--- config.mk ---
export PLATFORM = sky130hd
export DESIGN_NAME = srlm_level
export DESIGN_NICKNAME = d
export VERILOG_FILES = /design/src/design/assert_macros.svh /design/src/design/srlm_pkg.sv /design/src/design/srlm_level.sv
export SDC_FILE = /design/constraint.sdc
export NUM_CORES = 2
export LEC_CHECK = 0
export BUFFER_PORTS_ARGS = -buffer_cell sky130_fd_sc_hd__buf_2
export CAP_MARGIN = 20
export CORE_ASPECT_RATIO = 1.5
export CORE_UTILIZATION = 62
export DETAILED_ROUTE_END_ITERATION = 10
export HOLD_SLACK_MARGIN = 0.08
export MAX_ROUTING_LAYER = met4
export PLACE_DENSITY = 0.84
export SLEW_MARGIN = 10
export SYNTH_ARGS = -nofsm -noshare
export SYNTH_HDL_FRONTEND = slang
export SYNTH_SLANG_ARGS = --single-unit
--- constraint.sdc ---
create_clock -name clock -period 14.6 [get_ports clock]
set_input_delay 1.46 -clock clock [delete_from_list [all_inputs] [get_ports clock]]
set_output_delay 1.46 -clock clock [all_outputs]
set_load 0.05 [all_outputs]
--- src/design/assert_macros.svh ---
// ----------------------------------------------------------------------------
// assert_macros.svh
// Shared concurrent assertion macros, clocked on clock, disabled in reset.
// ----------------------------------------------------------------------------
`ifndef ASSERT_MACROS_SVH
`define ASSERT_MACROS_SVH

// same-cycle implication
`define ASSERT_IMPL(lbl, ante, cons) \
   lbl: assert property (@(posedge clock) disable iff (reset) (ante) |-> (cons)) \
      else $error("assertion failed");

// next-cycle implication
`define ASSERT_NEXT(lbl, ante, cons) \
   lbl: assert property (@(posedge clock) disable iff (reset) (ante) |=> (cons)) \
      else $error("assertion failed");

`endif

--- src/design/srlm_pkg.sv ---
`default_nettype none
// ----------------------------------------------------------------------------
// srlm_pkg
// Widths, register indexes, reset values and state types of the level meter.
// ----------------------------------------------------------------------------
package srlm_pkg;

   localparam int MAX_FRAMES = 4096;
   localparam int SUM_W      = 43;
   localparam int CNT_W      = 13;
   localparam int DISP_W     = 17;
   localparam int LOG_W      = 35;
   localparam int STEP_W     = 6;

   localparam int DIV_STEPS  = 43;
   localparam int SQRT_STEPS = 16;
   localparam int FRAC_BITS  = 30;
   localparam int QDIV_STEPS = 16;

   // register indexes
   localparam logic [1:0] CSR_FULL_SCALE = 2'd0;
   localparam logic [1:0] CSR_DECAY      = 2'd1;
   localparam logic [1:0] CSR_BAR_MAX    = 2'd2;

   localparam logic [15:0] FULL_SCALE_RESET = 16'd10000;
   localparam logic [15:0] DECAY_RESET      = 16'd58982;
   localparam logic [5:0]  BAR_MAX_RESET    = 6'd30;

   typedef enum logic [2:0] {
      T_IDLE,
      T_START_L,
      T_WAIT_L,
      T_START_R,
      T_WAIT_R,
      T_EMIT
   } top_state_type;

   typedef enum logic [2:0] {
      L_IDLE,
      L_DIV,
      L_SQRT,
      L_LNORM,
      L_LSQ,
      L_QDIV,
      L_UPD
   } lvl_state_type;

endpackage
`default_nettype wire

--- src/design/srlm_level.sv ---
`default_nettype none
// ----------------------------------------------------------------------------
// srlm_level
// One channel's level update: mean, root, log ratio and peak hold with decay,
// worked one step per cycle under a small sequencer.
// ----------------------------------------------------------------------------
module srlm_level (
   input  wire logic                          clock,
   input  wire logic                          reset,
   input  wire logic                          start,
   input  wire logic [srlm_pkg::SUM_W-1:0]    sum,
   input  wire logic [srlm_pkg::CNT_W-1:0]    count,
   input  wire logic [15:0]                   full_scale,
   input  wire logic [15:0]                   decay,
   input  wire logic [srlm_pkg::DISP_W-1:0]   disp_in,
   output logic                               done,
   output logic [srlm_pkg::DISP_W-1:0]        disp_out
);
   import srlm_pkg::*;

   lvl_state_type state_ff, state_in;

   logic [STEP_W-1:0] cnt_ff;
   logic [SUM_W-1:0]  quo_ff;
   logic [CNT_W-1:0]  rem_ff;
   logic [31:0]       v_ff, r_ff, bit_ff, m_ff;
   logic [4:0]        n_ff;
   logic [FRAC_BITS-1:0] frac_ff;
   logic              logsel_ff, sat_ff;
   logic [LOG_W-1:0]  lb_ff;
   logic [LOG_W:0]    qrem_ff;
   logic [15:0]       q_ff;

   // step terms
   logic [CNT_W:0]    div_t;
   logic              div_ge;
   logic [SUM_W-1:0]  quo_nx;
   logic [31:0]       sq_t;
   logic [61:0]       msq;
   logic [31:0]       msq_hi;
   logic [FRAC_BITS-1:0] frac_nx;
   logic [LOG_W-1:0]  lg;
   logic [LOG_W:0]    qd_t;
   logic              qd_ge;
   logic [16:0]       fs1, rms1;
   logic [DISP_W-1:0] norm;
   logic [32:0]       dec_prod;

   assign div_t   = {rem_ff, quo_ff[SUM_W-1]};
   assign div_ge  = div_t >= {1'b0, count};
   assign quo_nx  = {quo_ff[SUM_W-2:0], div_ge};
   assign sq_t    = r_ff + bit_ff;
   assign msq     = m_ff[30:0] * m_ff[30:0];
   assign msq_hi  = msq[61:30];
   assign frac_nx = {frac_ff[FRAC_BITS-2:0], msq_hi[31]};
   assign lg      = {n_ff, frac_nx};
   assign qd_t    = {qrem_ff[LOG_W-1:0], 1'b0};
   assign qd_ge   = qd_t >= {1'b0, lb_ff};
   // zero full scale counts as one
   assign fs1     = (full_scale == 16'd0) ? 17'd2 : {1'b0, full_scale} + 17'd1;
   assign rms1    = r_ff[16:0] + 17'd1;
   assign norm    = sat_ff ? 17'h10000 : {1'b0, q_ff};
   assign dec_prod = disp_in * decay;

   // next state
   always_comb begin
      state_in = state_ff;
      case (state_ff)
         L_IDLE:  if (start) state_in = L_DIV;
         L_DIV:   if (cnt_ff == '0) state_in = L_SQRT;
         L_SQRT:  if (cnt_ff == '0) state_in = L_LNORM;
         L_LNORM: if (m_ff[16]) state_in = L_LSQ;
         L_LSQ: begin
            if (cnt_ff == '0) state_in = logsel_ff ? L_QDIV : L_LNORM;
         end
         L_QDIV:  if (cnt_ff == '0 || sat_ff) state_in = L_UPD;
         L_UPD:   state_in = L_IDLE;
         default: state_in = L_IDLE;
      endcase
   end

   // outputs
   always_comb begin
      done     = (state_ff == L_UPD);
      disp_out = (norm > disp_in) ? norm : dec_prod[32:16];
   end

   always_ff @(posedge clock) begin
      if (reset) state_ff <= L_IDLE;
      else       state_ff <= state_in;
   end

   // datapath steps
   always_ff @(posedge clock) begin
      case (state_ff)
         L_IDLE: begin
            if (start) begin
               quo_ff <= sum;
               rem_ff <= '0;
               cnt_ff <= STEP_W'(DIV_STEPS - 1);
            end
         end
         // restoring divide, one quotient bit a cycle
         L_DIV: begin
            rem_ff <= div_ge ? CNT_W'(div_t - {1'b0, count}) : div_t[CNT_W-1:0];
            quo_ff <= quo_nx;
            if (cnt_ff == '0) begin
               v_ff      <= (count == '0) ? 32'd0 : {1'b0, quo_nx[30:0]};
               r_ff      <= '0;
               bit_ff    <= 32'h4000_0000;
               cnt_ff    <= STEP_W'(SQRT_STEPS - 1);
               logsel_ff <= 1'b0;
            end else begin
               cnt_ff <= cnt_ff - 1'b1;
            end
         end
         // bitwise square root, two radicand bits a cycle
         L_SQRT: begin
            if (v_ff >= sq_t) begin
               v_ff <= v_ff - sq_t;
               r_ff <= (r_ff >> 1) + bit_ff;
            end else begin
               r_ff <= r_ff >> 1;
            end
            bit_ff <= bit_ff >> 2;
            cnt_ff <= cnt_ff - 1'b1;
            if (cnt_ff == '0) begin
               m_ff <= {15'd0, fs1};
               n_ff <= 5'd16;
            end
         end
         // find leading one, then form the Q1.30 mantissa
         L_LNORM: begin
            if (!m_ff[16]) begin
               m_ff <= m_ff << 1;
               n_ff <= n_ff - 1'b1;
            end else begin
               m_ff    <= {1'b0, m_ff[16:0], 14'd0};
               frac_ff <= '0;
               cnt_ff  <= STEP_W'(FRAC_BITS - 1);
            end
         end
         // one fraction bit per squaring
         L_LSQ: begin
            frac_ff <= frac_nx;
            if (cnt_ff != '0) begin
               m_ff   <= msq_hi[31] ? (msq_hi >> 1) : msq_hi;
               cnt_ff <= cnt_ff - 1'b1;
            end else if (!logsel_ff) begin
               lb_ff     <= lg;
               logsel_ff <= 1'b1;
               m_ff      <= {15'd0, rms1};
               n_ff      <= 5'd16;
            end else begin
               sat_ff  <= lg >= lb_ff;
               qrem_ff <= {1'b0, lg};
               q_ff    <= '0;
               cnt_ff  <= STEP_W'(QDIV_STEPS - 1);
            end
         end
         // ratio of logs, 16 quotient bits
         L_QDIV: begin
            qrem_ff <= qd_ge ? (qd_t - {1'b0, lb_ff}) : qd_t;
            q_ff    <= {q_ff[14:0], qd_ge};
            cnt_ff  <= cnt_ff - 1'b1;
         end
         default: ;
      endcase
   end

endmodule
`default_nettype wire

# After elaboration in Yosys (flattened, before gate mapping)
# Cells that the tools add are included.
# totals
ff_bits,314
in_bits,108
out_inout_bits,18
wordCells,132
# classes
addsub,9
n_mul,2
order_cmp,5
n_eq_ne,19
mux,54
bitwise_logic,2
n_reduce_logical,26
# op_table
operator,count
32-bit one-hot mux with 2 select lines,3
31-bit 2-to-1 mux,6
32-bit 2-to-1 mux,5
35-bit 2-to-1 mux,3
31-bit one-hot mux with 3 select lines,1
43-bit one-hot mux with 2 select lines,1
35-bit one-hot mux with 2 select lines,1
31-bit by 31-bit multiplier with 62-bit output,1
29-bit one-hot mux with 2 select lines,1
17-bit 2-to-1 mux,3
43-bit 2-to-1 mux,1
36-bit by 35-bit greater-or-equal comparator with 1-bit output,1
35-bit greater-or-equal comparator,1
35-bit subtractor,1
17-bit by 16-bit multiplier with 33-bit output,1
31-bit by 32-bit adder with 32-bit output,1
32-bit adder,1
32-bit greater-or-equal comparator,1
16-bit 2-to-1 mux,2
16-bit one-hot mux with 2 select lines,1
32-bit subtractor,1
6-bit 2-to-1 mux,5
6-bit one-hot mux with 5 select lines,1
29-bit 2-to-1 mux,1
36 further kinds,73

# Logic depth before layout (Yosys ltp)
# depth
depth_word,4
depth_mapped,42
mapped_depth_nobuf,38

# Worst setup path after synthesis
# Ideal clock, no wire load.
# synth_path
kind,input-to-output
start,input decay[15]
end,output disp_out[15] (netlist bit)
arrival_ps,8237
t_required_ps,13140
path_slack_ps,4903
cell_stages,24
path_buffers,2
path_cell_list,clkbuf_1 clkbuf_1 nand2_1 fa_1 inv_1 fa_1 fa_1 inv_1 fa_1 fa_1 inv_1 fa_1 ha_1 and3_1 a221o_1 a31o_1 or3_1 o211ai_2 a21oi_2 a221oi_4 o21ai_2 o21a_1 or3_1 a31o_1
# synth_between
elab_chain_len,2
# synth_lines
element,line_no,text
from (decl),srlm_level.sv:14,"input wire logic [15:0] decay,"
17-bit by 16-bit multiplier with 33-bit output,srlm_level.sv:63,assign dec_prod = disp_in * decay;
17-bit 2-to-1 mux,srlm_level.sv:85,disp_out = (norm > disp_in) ? norm : dec_prod[32:16];
to (decl),srlm_level.sv:17,output logic [srlm_pkg::DISP_W-1:0] disp_out
# No other way between the ends.

# Final worst setup path
# layout_path
start,register m_ff[10]
end,register sat_ff (data pin)
# layout_between
elab_chain_len,2
# layout_lines
element,line_no,text
from (decl),srlm_level.sv:26,"logic [31:0] v_ff, r_ff, bit_ff, m_ff;"
from (signal assigned),srlm_level.sv:128,"m_ff <= {15'd0, fs1};"
from (signal assigned),srlm_level.sv:135,m_ff <= m_ff << 1;
from (signal assigned),srlm_level.sv:138,"m_ff <= {1'b0, m_ff[16:0], 14'd0};"
31-bit by 31-bit multiplier with 62-bit output,srlm_level.sv:53,assign msq = m_ff[30:0] * m_ff[30:0];
35-bit greater-or-equal comparator,srlm_level.sv:155,sat_ff <= lg >= lb_ff;
to (signal assigned),srlm_level.sv:155,
to (decl),srlm_level.sv:29,"logic logsel_ff, sat_ff;"
# No other way between the ends.
# A chain may end at the register's enable or synchronous reset.

==> out/qor.csv <==
metric,value,unit
CP top delay family,adder cells,
Iteration-0 DRC Markers,2639,
Setup-failing EPs final,0,
Max Slew Vio Count,0,
Clock Tree Buf Depth,3,
sequential area share after synthesis,16.0,%
Reg area,0.00892,mm^2
Via density,5.98,
worst r2r path cells,37,
unique cell type count in the Yosys netlist,93,
hold path cells,0,
flop2flop setup slack,3840,ps
CTS Buf Count,30,
"commonest cells after routing, fill and taps aside","1253 x inv_1, 961 x fa_1, 659 x nand2_1",
Syn Inst Count,5898,
Area Overhead vs Synth,4.83,%
fin cells,7058,
"most common cell after layout, fill and taps aside",inv_1,
layout filler cell count,6914,
Worst-path clk slew,70,ps
reg2reg start,m_ff[10],
CP Class,flip-flop to flip-flop,
Rows,134,
Fmax achieved,93.0,MHz
Hold Fails Final Rpt,0,
run status,"complete, but fails checks",
Hold Crit Endpoint,lb_ff[7],
#FFs+latches synth,298,
Global Route Usage Sum,34.3,%
clock sinks,298,
PortBufs,125,
Sum Neg Setup Slack,0,ps
final worst slack,3840,ps
Post-CTS Hold Buffers,0,
vias,42186,
Hold WC Path Type,flip-flop to flip-flop,
post-DR wirelength/cell,20.7,um
die area,0.0913,mm^2
Remaining DRCs,28,
Worst Setup Slack post-DPL,3890,ps
"Arr. time, crit path",11130,ps
hpwl dp,115,mm
Synth Flop Type,edfxtp_1,
core area,0.0890,mm^2
Routed Antenna Nets,0,
share of layout cells above drive strength 1,5.94,%
num ports,126,
Syn. warnings,0,
number of synthesized flops with an enable pin,295,
max-capacitance violation count,0,
cell area after synthesis,0.0558,mm^2
RSZ-0062 raised after global routing,no,
clock root cell,clkbuf_16,
failing checks,design-rule violations,
Placed Cells,6986,
CTS tree,yes,
CP peak stage delay,890,ps
first-pass GRT wire length,235,mm
syn avg cell area,9.46,um^2
worst path required time,14980,ps
fin nets,7468,
Worst Tran Pin Value,1090,ps
gpl congestion,1.02,
Pre-antenna DRT Iters,10,
leading area contributor after synthesis,fa_1,
die span in x,247,um
Tcrit/Tclk final,73.7,%
Final min period,10760,ps
critical hold path startpoint,frac_ff[6],
CP Max Fanout,31,
post-synth top area share,34.5,%
Max-slew headroom,27.1,%
Critical R2R Capture,sat_ff,
Async SR Flop Fraction,0,%
Fin Hold WS,484,ps
largest cells by area after synthesis,"fa_1 34%, edfxtp_1 16%, ha_1 12%, inv_1 8.4%, nand2_1 4.4%",
Mapped Nets,7502,
cell mode on critical path,fa_1,
Die Y,370,um
Worst-Skew Late Latency,630,ps
Worst Path Buf+Inv,7,
clk_skew,51.6,ps
largest net degree at the start of global routing,63,
CP Capture Type,flip-flop,
Overflow after GRT,0,
multi-input combinational cell area,0.0413,mm^2
Starting Density,62.7,%
initial antenna violation count,14,
vias in the first global route,45984,
Critical Path Slowest Stage Cell,edfxtp_1,
type of origin of the critical path,flip-flop,
WL final,146,mm
Post-CTS Setup Bufs,0,
"Gates resized, CTS repair",0,
# H-tree levels,1,
-- synthesized netlist by cell type (all sizes together) (55+ instances only) --
cell type,count
inv,1254
fa,961
nand2,661
ha,535
and2,318
edfxtp,295
clkbuf,225
nor2,222
a21oi,187
o21ai,185
xnor2,115
xor2,100
a21o,88
mux2,57
mux2i,55
nor2b,55
-- through the flow --
step	area, um^2	utilization, %
floorplan	55800	-
global placement	57400	64.5
detailed placement	57400	64.5
CTS	58400	65.6
global route	58500	65.7
finish	58500	65.7
-- state kept, by name, indices dropped and copies added, names as in the netlist --
| name | cells |
|---|---|
| sat_ff | 1 |
| m_ff | 31 |
| frac_ff | 29 |
| rem_ff | 13 |
| r_ff | 32 |
| lb_ff | 35 |
| qrem_ff | 35 |
| q_ff | 16 |
| cnt_ff | 6 |
| bit_ff | 16 |
| quo_ff | 43 |
| state_ff | 3 |
| v_ff | 32 |
| n_ff | 5 |
| logsel_ff | 1 |
-- logic make-up (layout without fill, tap and decap cells) --
group	count (synthesis)	after routing	synth area share (%)
AOI/OAI and AO/OA	769	769	9.06
other	0	14	0
adders and majority gates	1496	1496	46.5
DFF	298	298	16.0
buffers and inverters	1500	1490	10.1
muxes	112	112	2.14
and+or+nand+nor	1508	1508	12.9
xor gates and xnor gates	215	215	3.37
-- worst register-to-register path: cells and delay by family, from the launching register on --
family | cells | cell delay, ps
adders and majority gates | 10 | 4670
xor gates and xnor gates | 1 | 90
AOI/OAI and AO/OA | 13 | 2830
DFF | 1 | 890
buffers and inverters | 7 | 1250
and+or+nand+nor | 6 | 820
-- per-layer routing --
| metal | wire [um] | share of wire (%) | GRT usage, % |
|---|---|---|---|
| met5 | 0 | 0 | - |
| met4 | 11200 | 7.7 | 22.1 |
| met3 | 10800 | 7.4 | 5.08 |
| met2 | 75200 | 51 | 59.3 |
| met1 | 49200 | 34 | 36.3 |
-- worst max-delay path by stage --
stage | from | end | slack, ps | depth (start not counted)
floorplan | decay[15] | disp_out[15] | 4900 | 24
global placement | m_ff[10] | sat_ff | 4060 | 37
detailed placement | m_ff[10] | sat_ff | 3890 | 37
CTS | m_ff[10] | sat_ff | 3940 | 37
global route | m_ff[10] | sat_ff | 3380 | 37
finish | m_ff[10] | sat_ff | 3840 | 37
-- area by class of cell --
class | count | share of cell area, %
sequential | 298 | 15.2
multi-input combinational | 4100 | 70.6
inverter | 1255 | 8.05
tap | 1156 | 2.47
clock buffer | 36 | 1.34
antenna | 14 | 0.0599
timing repair buffer | 179 | 1.84
clock inverter | 20 | 0.383
Power is left out: the tool's default activity adds up to more than one toggle a clock period on the data nets, which glitch-free logic cannot reach.
